===== src/hdl/msbd_pkg.sv =====
// Shared types and constants of the stored-block deframer.
// No dependencies; imported by every module of the block.
package msbd_pkg;

    localparam logic [63:0] START_MAGIC_RST = 64'h040A_0000_0001_0007;
    localparam logic [63:0] TAIL_MAGIC_RST  = 64'h7FFF_8000_0001_7800;

    localparam int WIN_LEN  = 20;
    localparam int TAIL_OFS = 12;
    localparam int HDR_OFS  = 15;
    localparam int HDR_LEN  = 5;
    localparam int FILL_W   = $clog2(WIN_LEN + 1);
    localparam int HIDX_W   = $clog2(HDR_LEN + 1);

    localparam longint unsigned MAX_IMAGE_BYTES = 64'd67108864;
    localparam int POS_W = $clog2(MAX_IMAGE_BYTES);

    localparam int CNT_W   = 24;
    localparam int BYTES_W = 26;

    localparam int FIFO_DEPTH = 4;
    localparam int FIFO_AW    = $clog2(FIFO_DEPTH);
    localparam int FIFO_CW    = $clog2(FIFO_DEPTH + 1);

    localparam int CFG_IDX_W = 1;
    localparam logic [CFG_IDX_W-1:0] CFG_START_MAGIC = 1'd0;
    localparam logic [CFG_IDX_W-1:0] CFG_TAIL_MAGIC  = 1'd1;

    typedef enum logic [1:0] {
        PH_SEARCH,
        PH_HEADER,
        PH_PAYLOAD,
        PH_DRAIN
    } t_phase;

    typedef enum logic [1:0] {
        ST_LAST_DONE,
        ST_BOUNDARY,
        ST_TRUNCATED,
        ST_NO_MAGIC
    } t_status;

    typedef enum logic {
        KIND_PAYLOAD,
        KIND_STATUS
    } t_kind;

    typedef struct packed {
        t_kind               kind;
        logic [7:0]          data_byte;
        t_status             status;
        logic [CNT_W-1:0]    chunk_count;
        logic [BYTES_W-1:0]  total_bytes;
        logic                last;
    } t_result;

    // Results produced by one input transfer: cnt of them, r0 first.
    typedef struct packed {
        logic [1:0] cnt;
        t_result    r0;
        t_result    r1;
    } t_push;

endpackage


===== src/hdl/msbd_fifo.sv =====
// Deframer output queue: up to two results in a cycle, one out when ready.
// Depends on msbd_pkg.
module msbd_fifo
    import msbd_pkg::*;
(
    input  logic    i_clk,
    input  logic    i_rst_n,
    input  t_push   i_push,
    input  logic    i_pop_ready,
    output logic    o_valid,
    output t_result o_head,
    output logic    o_room
);

    t_result                r_mem [FIFO_DEPTH];
    logic [FIFO_AW-1:0]     r_wr, n_wr;
    logic [FIFO_AW-1:0]     r_rd, n_rd;
    logic [FIFO_CW-1:0]     r_count, n_count;
    logic                   pop;

    assign pop     = (r_count != '0) && i_pop_ready;
    assign o_valid = (r_count != '0);
    assign o_head  = r_mem[r_rd];
    // room for a full two-result burst
    assign o_room  = (r_count <= FIFO_CW'(FIFO_DEPTH - 2));

    always_comb begin
        n_wr    = r_wr + FIFO_AW'(i_push.cnt);
        n_rd    = pop ? r_rd + FIFO_AW'(1) : r_rd;
        n_count = r_count + FIFO_CW'(i_push.cnt) - FIFO_CW'(pop);
    end

    always_ff @(posedge i_clk) begin
        if (!i_rst_n) begin
            r_wr    <= '0;
            r_rd    <= '0;
            r_count <= '0;
        end else begin
            r_wr    <= n_wr;
            r_rd    <= n_rd;
            r_count <= n_count;
        end
    end

    always_ff @(posedge i_clk) begin
        if (i_push.cnt != 2'd0) begin
            r_mem[r_wr] <= i_push.r0;
        end
        if (i_push.cnt == 2'd2) begin
            r_mem[r_wr + FIFO_AW'(1)] <= i_push.r1;
        end
    end

endmodule


===== src/hdl/msbd_core.sv =====
// Parser core: magic window, header/payload sequencing, counters, registers.
// Depends on msbd_pkg; feeds msbd_fifo through a t_push bundle.
module msbd_core
    import msbd_pkg::*;
(
    input  logic                 i_clk,
    input  logic                 i_rst_n,
    input  logic                 i_cfg_we,
    input  logic [CFG_IDX_W-1:0] i_cfg_idx,
    input  logic [63:0]          i_cfg_data,
    input  logic                 i_accept,
    input  logic [7:0]           i_byte,
    input  logic                 i_end,
    output t_push                o_push
);

    logic [63:0]         r_start_magic, r_tail_magic;
    logic [7:0]          r_win [WIN_LEN];
    logic [7:0]          n_win [WIN_LEN];
    logic [FILL_W-1:0]   r_fill, n_fill;
    t_phase              r_phase, n_phase;
    logic [HIDX_W-1:0]   r_hidx, n_hidx;
    logic                r_flag, n_flag;
    logic [15:0]         r_rem, n_rem;
    logic [CNT_W-1:0]    r_chunks, n_chunks;
    logic [BYTES_W-1:0]  r_bytes, n_bytes;
    logic [POS_W-1:0]    r_pos;

    logic                fe;
    logic                done;
    logic                emit_payload;
    logic                emit_status;
    t_status             st;
    logic [63:0]         win_start, win_tail;
    t_result             res_payload, res_status;

    assign fe = i_end || (r_pos == POS_W'(MAX_IMAGE_BYTES - 1));

    // window after this byte shifts in
    always_comb begin
        for (int i = 0; i < WIN_LEN - 1; i++) begin
            n_win[i] = r_win[i + 1];
        end
        n_win[WIN_LEN - 1] = i_byte;
        for (int i = 0; i < 8; i++) begin
            win_start[8*i +: 8] = n_win[i];
            win_tail[8*i +: 8]  = n_win[TAIL_OFS + i];
        end
    end

    // next state
    always_comb begin
        n_fill       = r_fill;
        n_phase      = r_phase;
        n_hidx       = r_hidx;
        n_flag       = r_flag;
        n_rem        = r_rem;
        n_chunks     = r_chunks;
        n_bytes      = r_bytes;
        done         = 1'b0;
        emit_payload = 1'b0;
        case (r_phase)
            PH_SEARCH: begin
                if (r_fill != FILL_W'(WIN_LEN)) begin
                    n_fill = r_fill + FILL_W'(1);
                end
                if (n_fill == FILL_W'(WIN_LEN) && win_start == r_start_magic
                        && win_tail == r_tail_magic) begin
                    n_flag = (n_win[HDR_OFS] == 8'd1);
                    n_rem  = {n_win[HDR_OFS + 2], n_win[HDR_OFS + 1]};
                    n_hidx = '0;
                    n_phase = PH_PAYLOAD;
                    if (n_rem == 16'd0) begin
                        // zero-length first chunk completes at once
                        if (r_chunks != '1) n_chunks = r_chunks + CNT_W'(1);
                        n_phase = n_flag ? PH_DRAIN : PH_HEADER;
                        done    = n_flag;
                    end
                end
            end
            PH_HEADER: begin
                if (r_hidx == HIDX_W'(0)) begin
                    n_flag = (i_byte == 8'd1);
                end else if (r_hidx == HIDX_W'(1)) begin
                    n_rem = {8'd0, i_byte};
                end else if (r_hidx == HIDX_W'(2)) begin
                    n_rem = {i_byte, r_rem[7:0]};
                end
                n_hidx = r_hidx + HIDX_W'(1);
                if (n_hidx >= HIDX_W'(HDR_LEN)) begin
                    n_phase = PH_PAYLOAD;
                    if (n_rem == 16'd0) begin
                        if (r_chunks != '1) n_chunks = r_chunks + CNT_W'(1);
                        n_hidx  = '0;
                        n_phase = n_flag ? PH_DRAIN : PH_HEADER;
                        done    = n_flag;
                    end
                end
            end
            PH_PAYLOAD: begin
                emit_payload = 1'b1;
                if (r_bytes != '1) n_bytes = r_bytes + BYTES_W'(1);
                n_rem = r_rem - 16'd1;
                if (n_rem == 16'd0) begin
                    if (r_chunks != '1) n_chunks = r_chunks + CNT_W'(1);
                    n_hidx  = '0;
                    n_phase = r_flag ? PH_DRAIN : PH_HEADER;
                    done    = r_flag;
                end
            end
            default: begin
            end
        endcase
    end

    // results of this transfer
    always_comb begin
        emit_status = 1'b1;
        st          = ST_LAST_DONE;
        if (!done) begin
            case (n_phase)
                PH_SEARCH:  st = ST_NO_MAGIC;
                PH_HEADER:  st = ST_BOUNDARY;
                PH_PAYLOAD: st = ST_TRUNCATED;
                default:    st = ST_LAST_DONE;
            endcase
            emit_status = fe && (n_phase != PH_DRAIN);
        end

        res_payload.kind        = KIND_PAYLOAD;
        res_payload.data_byte   = i_byte;
        res_payload.status      = ST_LAST_DONE;
        res_payload.chunk_count = r_chunks;      // completion not yet counted
        res_payload.total_bytes = n_bytes;
        res_payload.last        = 1'b0;

        res_status.kind         = KIND_STATUS;
        res_status.data_byte    = 8'd0;
        res_status.status       = st;
        res_status.chunk_count  = n_chunks;
        res_status.total_bytes  = n_bytes;
        res_status.last         = 1'b1;

        o_push.r0  = emit_payload ? res_payload : res_status;
        o_push.r1  = res_status;
        o_push.cnt = i_accept ? (2'(emit_payload) + 2'(emit_status)) : 2'd0;
    end

    always_ff @(posedge i_clk) begin
        if (!i_rst_n) begin
            r_start_magic <= START_MAGIC_RST;
            r_tail_magic  <= TAIL_MAGIC_RST;
        end else if (i_cfg_we) begin
            case (i_cfg_idx)
                CFG_START_MAGIC: r_start_magic <= i_cfg_data;
                CFG_TAIL_MAGIC:  r_tail_magic  <= i_cfg_data;
                default: begin
                end
            endcase
        end
    end

    always_ff @(posedge i_clk) begin
        if (!i_rst_n) begin
            r_fill   <= '0;
            r_phase  <= PH_SEARCH;
            r_hidx   <= '0;
            r_flag   <= 1'b0;
            r_rem    <= '0;
            r_chunks <= '0;
            r_bytes  <= '0;
            r_pos    <= '0;
        end else if (i_accept) begin
            if (fe) begin
                // end of image: next byte opens a new run
                r_fill   <= '0;
                r_phase  <= PH_SEARCH;
                r_hidx   <= '0;
                r_flag   <= 1'b0;
                r_rem    <= '0;
                r_chunks <= '0;
                r_bytes  <= '0;
                r_pos    <= '0;
            end else begin
                r_fill   <= n_fill;
                r_phase  <= n_phase;
                r_hidx   <= n_hidx;
                r_flag   <= n_flag;
                r_rem    <= n_rem;
                r_chunks <= n_chunks;
                r_bytes  <= n_bytes;
                r_pos    <= r_pos + POS_W'(1);
            end
        end
    end

    // window contents only matter once fill reaches WIN_LEN
    always_ff @(posedge i_clk) begin
        if (i_accept && r_phase == PH_SEARCH) begin
            r_win <= n_win;
        end
    end

endmodule


===== src/hdl/magic_search_stored_block_deframer_unit.sv =====
// Top level of the stored-block deframer: stream ports, core, output queue.
// Depends on msbd_pkg, msbd_core and msbd_fifo.
//
// Takes an image one byte per slave transfer (tlast marks the final byte) and
// hunts a 20-byte sliding window for the start magic (bytes 0..7) and tail
// magic (bytes 12..19); the window's last five bytes are the first chunk
// header. Chunk headers are five bytes: byte 0 equal to 1 flags the last
// chunk, bytes 1..2 give the little-endian payload length. Payload bytes leave
// as tuser=0 transfers; each image closes with one tuser=1, tlast=1 status
// transfer (last chunk done, ended at boundary, truncated, no magic). Bytes of
// a truncated chunk are already out before its status. Every byte is handled
// in the cycle it is taken, so one byte per clock is sustained; the only
// limit is the four-entry output queue, which deasserts s_axis_tready when
// fewer than two slots are free (an end byte can yield two results). Byte
// 2^26-1 of an image acts as its end. The user must load the magic registers
// through i_cfg_* only while the block is idle; the block does not enforce it.
module magic_search_stored_block_deframer_unit
    import msbd_pkg::*;
(
    input  logic                 i_clk,
    input  logic                 i_rst_n,
    // configuration
    input  logic                 i_cfg_we,
    input  logic [CFG_IDX_W-1:0] i_cfg_idx,
    input  logic [63:0]          i_cfg_data,
    // byte stream in
    input  logic                 s_axis_tvalid,
    output logic                 s_axis_tready,
    input  logic [7:0]           s_axis_tdata,   // [7:0] in_byte
    input  logic                 s_axis_tlast,   // end_of_input
    // results out
    output logic                 m_axis_tvalid,
    input  logic                 m_axis_tready,
    // [7:0] data_byte, [9:8] status, [33:10] chunk_count,
    // [59:34] total_bytes, [63:60] zero
    output logic [63:0]          m_axis_tdata,
    output logic                 m_axis_tuser,   // kind
    output logic                 m_axis_tlast    // last
);

    logic    accept;
    logic    room;
    t_push   push;
    t_result head;

    assign s_axis_tready = room;
    assign accept        = s_axis_tvalid && room;

    msbd_core u_core (
        .i_clk      (i_clk),
        .i_rst_n    (i_rst_n),
        .i_cfg_we   (i_cfg_we),
        .i_cfg_idx  (i_cfg_idx),
        .i_cfg_data (i_cfg_data),
        .i_accept   (accept),
        .i_byte     (s_axis_tdata),
        .i_end      (s_axis_tlast),
        .o_push     (push)
    );

    msbd_fifo u_fifo (
        .i_clk       (i_clk),
        .i_rst_n     (i_rst_n),
        .i_push      (push),
        .i_pop_ready (m_axis_tready),
        .o_valid     (m_axis_tvalid),
        .o_head      (head),
        .o_room      (room)
    );

    assign m_axis_tdata = {4'd0, head.total_bytes, head.chunk_count, head.status,
                           head.data_byte};
    assign m_axis_tuser = head.kind;
    assign m_axis_tlast = head.last;

endmodule


===== config.mk =====
export PLATFORM = sky130hd
export DESIGN_NAME = magic_search_stored_block_deframer_unit
export DESIGN_NICKNAME = d
export VERILOG_FILES = /design/src/hdl/msbd_pkg.sv /design/src/hdl/msbd_fifo.sv /design/src/hdl/msbd_core.sv /design/src/hdl/magic_search_stored_block_deframer_unit.sv
export SDC_FILE = /design/constraint.sdc
export NUM_CORES = 1
export LEC_CHECK = 0
export BUFFER_PORTS_ARGS = -buffer_cell sky130_fd_sc_hd__clkbuf_2
export CAP_MARGIN = 30
export CORE_MARGIN = 1
export CORE_UTILIZATION = 42
export CTS_CLUSTER_SIZE = 14
export DETAILED_ROUTE_END_ITERATION = 7
export GPL_TIMING_DRIVEN = 1
export MAX_ROUTING_LAYER = met4
export PLACE_DENSITY = 0.6
export SLEW_MARGIN = 25
export SYNTH_ARGS = -nofsm -noshare
export SYNTH_HDL_FRONTEND = slang
export SYNTH_SLANG_ARGS = --single-unit

===== constraint.sdc =====
create_clock -name i_clk -period 25.3 [get_ports i_clk]
set_input_delay 1.265 -clock i_clk [delete_from_list [all_inputs] [get_ports i_clk]]
set_output_delay 1.265 -clock i_clk [all_outputs]
set_load 0.01 [all_outputs]

==> impl_metrics.toml <==
[floorplanning]
start_util = 0.4259
rows = 96
fp.dieArea_um2 = 70850
die_y_um = 266.2
fp.dieW_um = 266.2
placeableCoreArea_um2 = 68830
io_pins = 147

[clock_network]
clock_path_buffers = 3
clkSlewWorstSetupHoldPaths_ns = 0.06
cts_setup_buffers = 0
cts_buffers = 71
postCtsHoldBufs = 0
cts_sinks = 636
insertion_delay_ns = 0.63
cts_tree = "built"
ctsResizeCount = 0
htree_num_levels = 3
ctsRootBufferMaster = "clkbuf_16"

[drt]
drt_first_pass_iters = 6
drt_iter0_markers = 2207
viasPerCell = 5.826
routed-via-count = 22780
routed_wl_mm = 90.17
ant_nets = 0
wl_per_cell_um = 23.07
drc = 0

[logic_synthesis]
syn_avg_cell_area_um2 = 10.32
yosysMostFrequentCell = "nand2_1"
synth-seq-cells = 636
ys.flop_type = "edfxtp_1"
synthArstFlopShare = 0
ys_types = 89
synth_area_leaders = "edfxtp_1, dfxtp_1, nand2_1"
synth_top_cell_area_share = 0.3688
synth_warnings = 0
synth_top_cell_by_area = "edfxtp_1"
synth_edf_count = 360
syn-cell-area_um2 = 29310
synth_commonest_cells = "nand2_1, edfxtp_1, nor2_1, dfxtp_1, a21oi_1"
ys_seq_area_frac = 0.5573
synthCells = 2841

[timing]
fin_skew_ns = 0.02444
period_share = 0.2539
setup_viol = 0
holdWs_ns = 0.4179
rsz0062_at_grt = "false"
max_freq_mhz = 155.6
worst_pin_slew_ns = 1.020
worst_slew_margin_rel = 0.3185
fin_crit_ns = 6.425
setup-tns-final_ns = 0
drv_slew = 0
hold_violations = 0

[worst_setup_path]
crit_arrival_ns = 6.82
worstPathCellList = "xnor2_1, or4b_1, nor4_1, nand4_1, or4b_1, o211ai_1, o221a_2, a21oi_1, or2_1, ha_1, o21ai_0, or3_1, o21ai_1, nand2_1, o311ai_0"
worst_path_most_repeated_cell = "or4b_1"
crit_path_max_incr_delay_ns = 0.67
path_max_fanout = 12
path_class = "flip-flop to flip-flop"
crit_required_ns = 25.69
critPathLaunchType = "flip-flop"
r2r_slack_ns = 18.88
cp-end-kind = "flip-flop"
slowest_stage = "or3_1"

[grt]
grt-ovfl-total = 0
grt_pass1_wl_mm = 136.3
grt_pass1_vias = 22230
grt_usage = 0.2609
antenna_found_initial = 3
grt_max_degree = 74

[job]
cap_viol_max_count = 0

[layout]
multi_input_area_um2 = 12160
area_growth_pct = 13.79
drive_gt1_frac = 0.1392
finalNetCount = 3017
seqCellArea_um2 = 16340
fillerInstances = 6308

[pwr]
power_leakage_uw = 0.01101
power_density_nw_per_um2 = 83.26
ir_worst_vdd_uv = 53.82

[placement]
gp_congestion = 0.9390
port_buffers = 142
dpl.hpwl_mm = 61.17

[min_path]
hold_class = "flip-flop to flip-flop"

[status]
status = "finished, final reports clean"
power breakdown:
group	switching [uW]	total (uW)	internal [uW]
registers	75.6	1280	1200
clock network	436	1080	640
logic	267	424	157
total	778	2780	2000
registers in the layout, indices dropped and copies added (netlist names), named ones only:
name,cells
u_fifo.r_count,3
u_fifo.r_wr,2
u_core.r_fill,5
u_core.r_hidx,3
u_core.r_start_magic,64
u_core.r_pos,26
u_fifo.r_rd,2
u_core.r_chunks,24
u_core.r_rem,16
u_core.r_phase,2
u_core.r_flag,1
u_core.r_tail_magic,64
u_fifo.r_mem,244
u_core.n_win,152
u_core.r_bytes,26
per-layer routing:
layer	vias to the layer above	wire (um)	global-route usage	share of wire
met4	0	2938	0.09040	0.033
li1	10420	-	-	-
met3	168	6095	0.03762	0.068
met1	11280	38960	0.3486	0.43
met2	912	42170	0.4059	0.47
met5	-	0	-	0
worst max-delay path, delay by kind of cell, from the launching register on:
kind                       cells  cell delay [ns]
AOI/OAI and AO/OA              6             1.93
xor gates and xnor gates       1             0.44
adders and majority gates      1             0.47
DFF                            1             0.48
and+or+nand+nor                7             2.86
stage by stage:
| step | utilization | setup WS [ns] | instances | total power [uW] | cell area (um2) |
|---|---|---|---|---|---|
| 2_1_floorplan | - | 16.52 | 2844 | 1546 | 29320 |
| 3_3_place_gp | 0.4481 | 18.49 | 3771 | 1714 | 30840 |
| 3_5_place_dp | 0.4482 | 18.37 | 3772 | 1719 | 30850 |
| 4_1_cts | 0.4837 | 18.91 | 3903 | 2790 | 33290 |
| 5_1_grt | 0.4846 | 18.50 | 3909 | 2869 | 33350 |
| 6_report | 0.4846 | 18.88 | 3909 | 2777 | 33350 |
layout by cell type (no fill, tap or decap), drive strengths merged, types with 67 or more instances in the layout:
master and instances:
xor2 67, o21ai 114, nand3 119, nor2 295
clkbuf 242, nand2 471, dfxtp 276, xnor2 128
a21oi 190, edfxtp 360
cell type report:
class	instances	area share
clock inverters	31	0.01073
multi-input cells	1979	0.3647
inverters	42	0.004802
flip-flops and latches	636	0.4899
repair buffers	187	0.03226
diodes	3	0.0002251
clock buffers	100	0.06242
well taps	931	0.03493
kinds of logic after synthesis:
| kind of cell | Yosys count | share of synthesized area |
|---|---|---|
| multiplexers | 70 | 0.05003 |
| AND/OR/NAND/NOR | 1163 | 0.1809 |
| other | 1 | 0.0001279 |
| AO/OA/AOI/OAI | 526 | 0.1135 |
| buffers and inverters | 229 | 0.03061 |
| flip-flops | 636 | 0.5573 |
| adder cells (fa/ha/maj) | 21 | 0.009220 |
| XOR/XNOR | 195 | 0.05827 |
worst paths after layout:
path / startpoint / to / cells past startpoint
worst min register to register: u_core.n_win[64] / u_core.n_win[72] / 0
worst min-delay path: u_core.n_win[64] / u_core.n_win[72] / 0
worst max register to register: u_core.n_win[9] / u_fifo.r_mem[0][38] / 15
worst max-delay path: u_core.n_win[9] / u_fifo.r_mem[0][38] / 15
Note: power is estimated with default switching activity, not from simulation.
